$ cat config.mk
export PLATFORM = sky130hd
export DESIGN_NAME = temp_battery_hysteresis_monitor
export DESIGN_NICKNAME = d
export VERILOG_FILES = /design/src/tmon_pkg.sv /design/src/temp_battery_hysteresis_monitor.sv
export SDC_FILE = /design/constraint.sdc
export NUM_CORES = 1
export LEC_CHECK = 0
export BUFFER_PORTS_ARGS = -buffer_cell sky130_fd_sc_hd__buf_4
export CAP_MARGIN = 40
export CORE_MARGIN = 10
export CORE_UTILIZATION = 50
export CTS_CLUSTER_DIAMETER = 120
export CTS_CLUSTER_SIZE = 30
export DETAILED_ROUTE_END_ITERATION = 8
export PLACE_DENSITY = 0.77
export SETUP_SLACK_MARGIN = 0.05
export SLEW_MARGIN = 10
export SYNTH_ARGS = -nofsm -noshare
export SYNTH_HDL_FRONTEND = slang
export SYNTH_SLANG_ARGS = --single-unit
$ cat constraint.sdc
create_clock -name aclk -period 3.1 [get_ports aclk]
set_input_delay 0.465 -clock aclk [delete_from_list [all_inputs] [get_ports aclk]]
set_output_delay 0.465 -clock aclk [all_outputs]
set_load 0.02 [all_outputs]
$ cat src/tmon_pkg.sv
// Shared constants and types for the temperature/battery hysteresis monitor.
package tmon_pkg;

    localparam int unsigned SampleWidth = 10;
    localparam int unsigned MarginWidth = 6;

    // Register indexes (byte address = 4 * index)
    localparam logic [2:0] REG_TEMP_WARN     = 3'd0;
    localparam logic [2:0] REG_TEMP_ERROR    = 3'd1;
    localparam logic [2:0] REG_BATTERY_WARN  = 3'd2;
    localparam logic [2:0] REG_BATTERY_ERROR = 3'd3;
    localparam logic [2:0] REG_HYSTERESIS    = 3'd4;

    // Register reset values
    localparam logic [SampleWidth-1:0] TEMP_WARN_RESET     = 10'd780;
    localparam logic [SampleWidth-1:0] TEMP_ERROR_RESET    = 10'd820;
    localparam logic [SampleWidth-1:0] BATTERY_WARN_RESET  = 10'd580;
    localparam logic [SampleWidth-1:0] BATTERY_ERROR_RESET = 10'd400;
    localparam logic [MarginWidth-1:0] HYSTERESIS_RESET    = 6'd5;

    // Sticky health flags
    typedef struct packed {
        logic battery_critical;
        logic battery_low;
        logic temp_critical;
        logic temp_high;
    } health_flags_t;

    // One result word, packed as on m_axis_tdata (lowest bit last in the list)
    typedef struct packed {
        logic          pad;
        health_flags_t flags;
        logic          outputs_enabled;
        logic          battery_alarm;
        logic          temp_alarm;
    } result_t;

endpackage

$ cat src/temp_battery_hysteresis_monitor.sv
// Top level: dual-threshold hysteresis monitor for temperature and battery samples.
// Path: a word taken on s_axis waits in the input register, moves into the result
//   register once that is empty or draining, and is offered on m_axis from there.
// Throughput: one word per cycle, sustained, with m_axis_tready held high.
// Reset: aresetn is synchronous, active low; it empties both registers, clears the
//   four health flags, holds outputs off and loads the default thresholds.
module temp_battery_hysteresis_monitor (
    input  logic        aclk,
    input  logic        aresetn,

    // Input stream
    input  logic        s_axis_tvalid,
    output logic        s_axis_tready,
    // [9:0] temp_sample, [19:10] battery_sample, [23:20] zero
    input  logic [23:0] s_axis_tdata,
    // [0] temp_valid, [1] battery_valid
    input  logic [1:0]  s_axis_tuser,

    // Result stream
    output logic        m_axis_tvalid,
    input  logic        m_axis_tready,
    // [0] temp_alarm, [1] battery_alarm, [2] outputs_enabled, [3] temp_high_flag,
    // [4] temp_critical_flag, [5] battery_low_flag, [6] battery_critical_flag, [7] zero
    output logic [7:0]  m_axis_tdata,

    // Configuration port
    input  logic        psel,
    input  logic        penable,
    input  logic        pwrite,
    input  logic [4:0]  paddr,
    input  logic [31:0] pwdata,
    output logic [31:0] prdata,
    output logic        pready
);

    localparam int unsigned SW = tmon_pkg::SampleWidth;
    localparam int unsigned MW = tmon_pkg::MarginWidth;

    // ------------------------------------------------------------------
    // Configuration registers
    // ------------------------------------------------------------------
    logic [SW-1:0] temp_warn_reg;
    logic [SW-1:0] temp_error_reg;
    logic [SW-1:0] battery_warn_reg;
    logic [SW-1:0] battery_error_reg;
    logic [MW-1:0] hysteresis_reg;

    logic          cfg_write;
    logic [2:0]    cfg_index;

    assign pready    = 1'b1;
    assign cfg_write = psel && penable && pwrite && pready;
    assign cfg_index = paddr[4:2];

    always_ff @(posedge aclk) begin
        if (!aresetn) begin
            temp_warn_reg     <= tmon_pkg::TEMP_WARN_RESET;
            temp_error_reg    <= tmon_pkg::TEMP_ERROR_RESET;
            battery_warn_reg  <= tmon_pkg::BATTERY_WARN_RESET;
            battery_error_reg <= tmon_pkg::BATTERY_ERROR_RESET;
            hysteresis_reg    <= tmon_pkg::HYSTERESIS_RESET;
        end else if (cfg_write) begin
            // Addresses past the last register are dropped
            unique case (cfg_index)
                tmon_pkg::REG_TEMP_WARN:     temp_warn_reg     <= pwdata[SW-1:0];
                tmon_pkg::REG_TEMP_ERROR:    temp_error_reg    <= pwdata[SW-1:0];
                tmon_pkg::REG_BATTERY_WARN:  battery_warn_reg  <= pwdata[SW-1:0];
                tmon_pkg::REG_BATTERY_ERROR: battery_error_reg <= pwdata[SW-1:0];
                tmon_pkg::REG_HYSTERESIS:    hysteresis_reg    <= pwdata[MW-1:0];
                default: ;
            endcase
        end
    end

    // Read back: zero-extend each register to the bus width
    always_comb begin
        unique case (cfg_index)
            tmon_pkg::REG_TEMP_WARN:     prdata = {22'd0, temp_warn_reg};
            tmon_pkg::REG_TEMP_ERROR:    prdata = {22'd0, temp_error_reg};
            tmon_pkg::REG_BATTERY_WARN:  prdata = {22'd0, battery_warn_reg};
            tmon_pkg::REG_BATTERY_ERROR: prdata = {22'd0, battery_error_reg};
            tmon_pkg::REG_HYSTERESIS:    prdata = {26'd0, hysteresis_reg};
            default:                     prdata = 32'd0;
        endcase
    end

    // ------------------------------------------------------------------
    // Input register
    // ------------------------------------------------------------------
    logic          in_valid_reg;
    logic          temp_ok_reg;
    logic [SW-1:0] temp_sample_reg;
    logic          battery_ok_reg;
    logic [SW-1:0] battery_sample_reg;

    logic          out_valid_reg;
    logic          advance;

    // Move the held word into the result register whenever that register is
    // empty or being drained this cycle.
    assign advance       = in_valid_reg && (!out_valid_reg || m_axis_tready);
    assign s_axis_tready = !in_valid_reg || advance;

    always_ff @(posedge aclk) begin
        if (!aresetn) begin
            in_valid_reg <= 1'b0;
        end else if (s_axis_tready) begin
            in_valid_reg <= s_axis_tvalid;
        end
    end

    // Payload: no reset needed
    always_ff @(posedge aclk) begin
        if (s_axis_tvalid && s_axis_tready) begin
            temp_ok_reg        <= s_axis_tuser[0];
            temp_sample_reg    <= s_axis_tdata[SW-1:0];
            battery_ok_reg     <= s_axis_tuser[1];
            battery_sample_reg <= s_axis_tdata[2*SW-1:SW];
        end
    end

    // ------------------------------------------------------------------
    // Flag update
    // ------------------------------------------------------------------
    tmon_pkg::health_flags_t flags_reg;
    tmon_pkg::health_flags_t flags_next;
    logic                    enable_reg;
    logic                    enable_next;
    logic                    temp_alarm;
    logic                    battery_alarm;

    logic [SW:0]   temp_low_sum;    // sample + margin, one bit of headroom
    logic [SW:0]   battery_clear;   // warn + margin, one bit of headroom

    assign temp_low_sum  = {1'b0, temp_sample_reg} + {{(SW-MW+1){1'b0}}, hysteresis_reg};
    assign battery_clear = {1'b0, battery_warn_reg} + {{(SW-MW+1){1'b0}}, hysteresis_reg};

    always_comb begin
        flags_next    = flags_reg;
        enable_next   = enable_reg;
        temp_alarm    = 1'b0;
        battery_alarm = 1'b0;

        // Temperature: error over warn over clear, in that order
        if (temp_ok_reg) begin
            priority if (temp_sample_reg > temp_error_reg) begin
                temp_alarm              = !flags_reg.temp_critical;
                flags_next.temp_critical = 1'b1;
                enable_next             = 1'b0;
            end else if (temp_sample_reg > temp_warn_reg) begin
                temp_alarm           = !flags_reg.temp_high;
                flags_next.temp_high = 1'b1;
            end else if (temp_low_sum < {1'b0, temp_warn_reg}) begin
                flags_next.temp_high     = 1'b0;
                flags_next.temp_critical = 1'b0;
                enable_next              = 1'b1;
            end else begin
                // inside the hysteresis band: hold
            end
        end

        // Battery: same scheme mirrored; leaves the output enable alone
        if (battery_ok_reg) begin
            priority if (battery_sample_reg < battery_error_reg) begin
                battery_alarm               = !flags_reg.battery_critical;
                flags_next.battery_critical = 1'b1;
            end else if (battery_sample_reg < battery_warn_reg) begin
                battery_alarm          = !flags_reg.battery_low;
                flags_next.battery_low = 1'b1;
            end else if ({1'b0, battery_sample_reg} > battery_clear) begin
                flags_next.battery_low      = 1'b0;
                flags_next.battery_critical = 1'b0;
            end else begin
                // inside the hysteresis band: hold
            end
        end
    end

    always_ff @(posedge aclk) begin
        if (!aresetn) begin
            flags_reg  <= '0;
            enable_reg <= 1'b0;
        end else if (advance) begin
            flags_reg  <= flags_next;
            enable_reg <= enable_next;
        end
    end

    // ------------------------------------------------------------------
    // Result register
    // ------------------------------------------------------------------
    tmon_pkg::result_t result_reg;

    always_ff @(posedge aclk) begin
        if (!aresetn) begin
            out_valid_reg <= 1'b0;
        end else if (advance) begin
            out_valid_reg <= 1'b1;
        end else if (m_axis_tready) begin
            out_valid_reg <= 1'b0;
        end
    end

    always_ff @(posedge aclk) begin
        if (advance) begin
            result_reg.pad             <= 1'b0;
            result_reg.flags           <= flags_next;
            result_reg.outputs_enabled <= enable_next;
            result_reg.battery_alarm   <= battery_alarm;
            result_reg.temp_alarm      <= temp_alarm;
        end
    end

    assign m_axis_tvalid = out_valid_reg;
    assign m_axis_tdata  = result_reg;

endmodule

==> run_results.csv, run 1 <==
group,metric,value,unit
detailed_routing,dr.pass1.iters,4,
detailed_routing,drt_iter0_markers,270,
timing,setup_viol,6,
logic_synthesis,muxShareOfSynthArea,6.26,%
layout,drive_gt1_share,19.5,%
detailed_routing,num_vias,4398,
clock_network,clock_sinks,82,
logic_synthesis,synth-edff-count,29,
logic_synthesis,yosysWarnings,0,
clock_network,cts-htree-levels,3,
clock_network,cts_tree,"done",
clock_network,clock_latency,380,ps
floorplan,io_pins,113,
grt,met2_usage,30.0,%
timing,worst-slew-pin-transition,823,ps
timing,hold_viol_final,0,
floorplan,std_cell_rows,38,
grt,grt_max_degree,57,
placed_design,dp_hpwl,10500,µm
setup_path,critical_path_class,"flip-flop to flip-flop",
clock_network,cts_max_path_buffers,2,
setup_path,crit_path_end_kind,"flip-flop",
layout,antenna_cells,0,
logic_synthesis,synth_compound_area_share,16.2,%
detailed_routing,via_per_inst,5.53,
grt,gr-usage-met1,19.0,%
detailed_routing,ant_nets,0,
grt,grtUsageMet3,4.81,%
power_and_ir_drop,power.density,394,mW/mm²
detailed_routing,routed_wl,13400,µm
floorplan,dieArea,0.0155,mm²
grt,grt_busiest_layer,"met2",
layout,nFillCells,909,
placed_design,io_buffers,60,
floorplan,start_util,50.7,%
hold_path,min_path_type,"primary input to flip-flop",
grt,grt_pass1_vias,4556,
detailed_routing,drc,0,
logic_synthesis,synth_ff_type,"dfxtp_1",
grt,grtUsageTotal,17.2,%
layout,fin_nets,792,
setup_path,path_max_fanout,4,
power_and_ir_drop,leakage,2.67,nW
clock_network,numCtsBuffers,9,
flow_run,maxCapViolations,0,
setup_path,startpoint_type,"flip-flop",
timing,slew_headroom,44.9,%
logic_synthesis,synth_top_family_by_area,"adder cells",
timing,fin_crit,3300,ps
timing,grt_setup_unrepaired,"true",
clock_network,path_clk_slew,90,ps
timing,period_share,106,%
timing,fin_ws,-200,ps
logic_synthesis,avgSynthCellArea,9.39,µm²
placed_design,gp_congestion,0.898,
layout,final_cell_mix,"buf_4 (77), nand2_1 (75), ha_1 (68)",
logic_synthesis,synthSimpleGateAreaFrac,14.7,%
layout,layout_commonest_cell,"buf_4",
placed_design,place_ws,-306,ps
layout,syn_to_final_growth,16.6,%
layout,layoutNonFillerInstCount,796,
logic_synthesis,ys_ff_latch,82,
logic_synthesis,synthXorXnorAreaFrac,2.56,%
floorplan,die_x,125,µm
logic_synthesis,syn_area,0.00548,mm²
clock_network,root_buffer,"clkbuf_8",
detailed_routing,wl_per_cell,16.9,µm
timing,finalMaxSlewViolations,0,
logic_synthesis,synthArstFlopShare,0,%
setup_path,rr_worst_depth,13,
placed_design,place_inst,776,
grt,grt_pass1_wl,22100,µm
logic_synthesis,yosys.cell_types.count,60,
logic_synthesis,yosysSeqAreaShare,35.3,%
floorplan,die_h,125,µm
grt,grt-ovfl-total,0,
setup_path,worst_ep_arrival_time,3450,ps
setup_path,worstPathRequired,3250,ps
outcome,status,"complete, but fails checks",
hold_path,min_path_cells,1,
floorplan,core,0.0108,mm²
power_and_ir_drop,vdd_ir_drop_max,0.000315,V
timing,skew,13.6,ps
logic_synthesis,syn_inst,583,
outcome,violations,"setup timing",
grt,antenna_found_initial,0,
timing,max_freq,303,MHz
logic_synthesis,synth_adder_area_share,16.5,%
[final cells by class]
cell class                 instances  area, µm²  share of cell area [%]
timing repair buffer              79        604                    9.46
sequential                        82       1930                    30.3
clock buffer                      10        149                    2.33
multi-input combinational        430       3250                    50.9
inverter                          49        184                    2.88
clock inverter                     6       92.6                    1.45
tap                              140        175                    2.74
[stage by stage]
step / TNS [ps] / hold WS (ps) / power, mW / util, % / instance area [µm²]
global route: -2360 / 231 / 2.62 / 59.2 / 6390
global placement: -347 / 452 / 1.56 / 55.8 / 6020
detailed placement: -1350 / 471 / 1.58 / 56.0 / 6050
CTS: -507 / 232 / 2.52 / 58.6 / 6330
finish: -645 / 248 / 2.52 / 59.2 / 6390
floorplan: 0 / 442 / 1.46 / - / 5570
[path summary, 6_finish.rpt]
path,start,endpoint,slack [ps]
hold reg to reg,temp_warn_reg[7],temp_warn_reg[7],490
setup reg to reg,temp_sample_reg[0],m_axis_tdata[2],-200
hold / removal,s_axis_tuser[0],temp_ok_reg,250
setup / recovery,temp_sample_reg[0],m_axis_tdata[2],-200
[power by group]
group | internal (mW) | switching, mW | total, mW
logic | 0.175 | 0.221 | 0.396
clock network | 0.510 | 0.435 | 0.945
registers | 1.15 | 0.0287 | 1.18
total | 1.83 | 0.685 | 2.52
[repair_timing]
action	CTS	global route
gates resized for setup	4	15
pin swaps	11	11
buffers inserted	3	1
hold buffers	0	0
setup endpoints to repair	8	10
[cells by family (layout without fill, tap and decap cells)]
group           Yosys count  after routing
simple gates            162            162
flops                    82             82
xor+xnor                 16             16
mux                      28             28
fa+ha+maj                71             71
compound gates          129            129
other cells               2             24
buf+inv                  93            144
[Yosys cell counts, types with 2 or more instances]
cell type,count,area (µm²)
nand2b_1,6,37.5
o21ai_0,21,105
nor3_1,5,25.0
a22o_1,2,17.5
o21a_1,6,45.0
xor2_1,5,43.8
nand3_1,7,35.0
nor3b_1,2,15.0
mux4_2,5,113
or3_1,3,18.8
o211ai_1,17,128
a21boi_0,15,113
nor2_1,17,63.8
conb_1,2,7.51
nor2b_1,24,150
a2111oi_0,2,17.5
buf_4,25,188
a211oi_1,7,52.6
mux2i_1,23,230
inv_1,49,184
a21oi_1,26,130
a21boi_1,3,22.5
a21o_1,6,45.0
a31oi_1,3,18.8
nand2_1,75,282
o21bai_1,2,15.0
and3_1,2,12.5
fa_1,2,40.0
clkbuf_1,10,37.5
edfxtp_1,29,871
nand4_1,11,68.8
ha_1,69,863
dfxtp_1,53,1060
buf_2,7,35.0
o22ai_1,7,43.8
xnor2_1,11,96.3
[per-layer routing]
layer  vias up  routed length [µm]
met2       112                6660
li1       2165                   -
met4         0                 401
met5         -                   0
met1      2092                5540
met3        29                 811
[critical path: stages (launching register included)]
cell and delay [ps]:
edfxtp_1 410, ha_2 210, fa_2 350, a211oi_2 200, o21bai_1 110, a21oi_2 180
buf_4 140, xnor2_2 60, ha_1 350, nand3_2 80, or4_4 530, o211ai_1 180
nor2_2 100, o21a_1 170
(Power assumes the default switching activity.)
==> inputs of run 2 (changes only) <==
- PLACE_DENSITY: 0.77 -> 0.75
- REMOVE_ABC_BUFFERS: not set -> 1
- clock period: 3.1 -> 3 ns (I/O delays scaled with it)
==> run 2 against run 1 <==
Effect of this change:
- the run still ends with setup timing left
- critical path depth unchanged
- die area did not move
- worst setup slack worse by 25 ps
- largest power group unchanged
==> run_results.csv, run 2 (synthesized netlist as in run 1, its figures left out) <==
group,metric,value,unit
outcome,status,"complete, but fails checks",
floorplan,die_h,125,µm
placed_design,place_ws,-431,ps
detailed_routing,drc,0,
setup_path,r2r_start,"temp_sample_reg[0]",
setup_path,critPathMaxStageDelay,520,ps
layout,antenna_cells,0,
setup_path,crit_end,"m_axis_tdata[2]",
timing,max_freq,310,MHz
placed_design,gp_congestion,0.912,
setup_path,crit_path_start,"temp_sample_reg[0]",
timing,slew_headroom,46.1,%
grt,antenna_found_initial,0,
setup_path,critPathSlowestCell,"or4_1",
timing,setup_viol,9,
layout,final_cell_mix,"buf_4 (91), nand2_1 (74), ha_1 (66)",
grt,grt_max_degree,57,
timing,period_share,107,%
floorplan,dieArea,0.0155,mm²
floorplan,start_util,50.7,%
layout,drive_gt1_share,21.9,%
setup_path,crit_path_end_kind,"flip-flop",
power_and_ir_drop,power.density,373,mW/mm²
timing,worst-slew-pin-transition,805,ps
layout,syn_to_final_growth,18.6,%
clock_network,cts-htree-levels,3,
setup_path,worst_ep_arrival_time,3360,ps
setup_path,path_max_fanout,4,
floorplan,die_x,125,µm
detailed_routing,wl_per_cell,16.5,µm
setup_path,rr_worst_depth,13,
outcome,violations,"setup timing",
layout,layout_commonest_cell,"buf_4",
detailed_routing,via_per_inst,5.46,
placed_design,dp_hpwl,10700,µm
timing,skew,4.62,ps
detailed_routing,ant_nets,0,
power_and_ir_drop,leakage,2.71,nW
floorplan,io_pins,113,
detailed_routing,num_vias,4432,
grt,grtUsageTotal,17.1,%
detailed_routing,drt_iter0_markers,229,
grt,grt-ovfl-total,0,
placed_design,placed_area,0.00613,mm²
grt,grt_pass1_vias,4622,
layout,fin_nets,807,
timing,grt_setup_unrepaired,"true",
layout,fin_area,0.00649,mm²
detailed_routing,routed_wl,13300,µm
setup_path,path_cells,"ha_2, fa_2, a211oi_2, o21bai_1, a21oi_2, nor2_1, xor2_1, ha_1, nand3_2, or4_1, o211ai_1, nor2_2, o21a_1",
layout,nFillCells,919,
flow_run,maxCapViolations,0,
placed_design,io_buffers,60,
floorplan,std_cell_rows,38,
timing,hold_viol_final,0,
timing,finalMaxSlewViolations,0,
setup_path,startpoint_type,"flip-flop",
power_and_ir_drop,vdd_ir_drop_max,0.000246,V
timing,fin_crit,3220,ps
clock_network,root_buffer,"clkbuf_8",
clock_network,clock_latency,370,ps
setup_path,r2r-end,"m_axis_tdata[2]",
clock_network,clock_sinks,82,
setup_path,reg2reg_slack,-220,ps
clock_network,cts_tree,"done",
setup_path,critical_path_class,"flip-flop to flip-flop",
floorplan,core,0.0108,mm²
timing,fin_tns_setup,-1020,ps
clock_network,numCtsBuffers,9,
detailed_routing,dr.pass1.iters,4,
clock_network,path_clk_slew,80,ps
hold_path,min_path_type,"primary input to flip-flop",
grt,grt_pass1_wl,22100,µm
timing,fin_ws,-224,ps
setup_path,worstPathRequired,3130,ps
clock_network,cts_max_path_buffers,2,
==> run 2: what timing repair did <==
action,4_1_cts,5_1_grt
setup endpoints to repair,10,10
hold buffers,0,0
gates resized for setup,18,12
pin swaps,10,12
setup buffers,1,5
==> run 2: final cells by class <==
cell class                 instances  area [µm²]  area share, %
timing repair buffer              94         721           11.1
clock inverter                     6        45.0          0.694
clock buffer                      10         149           2.29
multi-input combinational        430        3280           50.6
sequential                        82        1940           29.8
inverter                          49         184           2.83
tap                              140         175           2.70
==> run 2: power breakdown <==
part	internal (mW)	leakage [nW]	switching, mW	total, mW
Combinational	0.189	1.90	0.231	0.419
Clock	0.359	0.0991	0.432	0.791
Sequential	1.19	0.710	0.0277	1.21
==> run 2: stage by stage <==
stage	hold slack [ps]	util [%]	total power, mW	cells
after floorplan	442	-	1.46	561
after global placement	452	56.6	1.62	787
after detailed placement	463	56.8	1.64	789
after CTS	231	59.2	2.43	806
after global routing	226	60.2	2.53	811
final	252	60.2	2.42	811
==> run 2: layer usage <==
metal,part of all wire [%],up-vias,GRT usage [%]
li1,-,2191,-
met1,41,2126,18.8
met2,53,94,31.2
met3,4.7,21,4.55
met4,2.0,0,5.28
met5,0,-,0
==> run 2: worst min path at each step <==
stage | from | endpoint | slack [ps] | depth (start not counted)
2_1_floorplan | flags_reg[0] | flags_reg[0] | 440 | 2
3_3_place_gp | flags_reg[0] | flags_reg[0] | 450 | 2
3_5_place_dp | flags_reg[0] | flags_reg[0] | 460 | 2
4_1_cts | s_axis_tdata[2] | temp_sample_reg[2] | 230 | 1
5_1_grt | s_axis_tdata[7] | temp_sample_reg[7] | 230 | 1
6_report | s_axis_tdata[7] | temp_sample_reg[7] | 250 | 1
==> run 2: critical path: cells and delay by family (launching register included) <==
family                     cells  cell delay [ps]
DFF                            1              400
xor gates and xnor gates       1              140
adders and majority gates      3              890
and+or+nand+nor                4              770
AOI/OAI and AO/OA              5              770
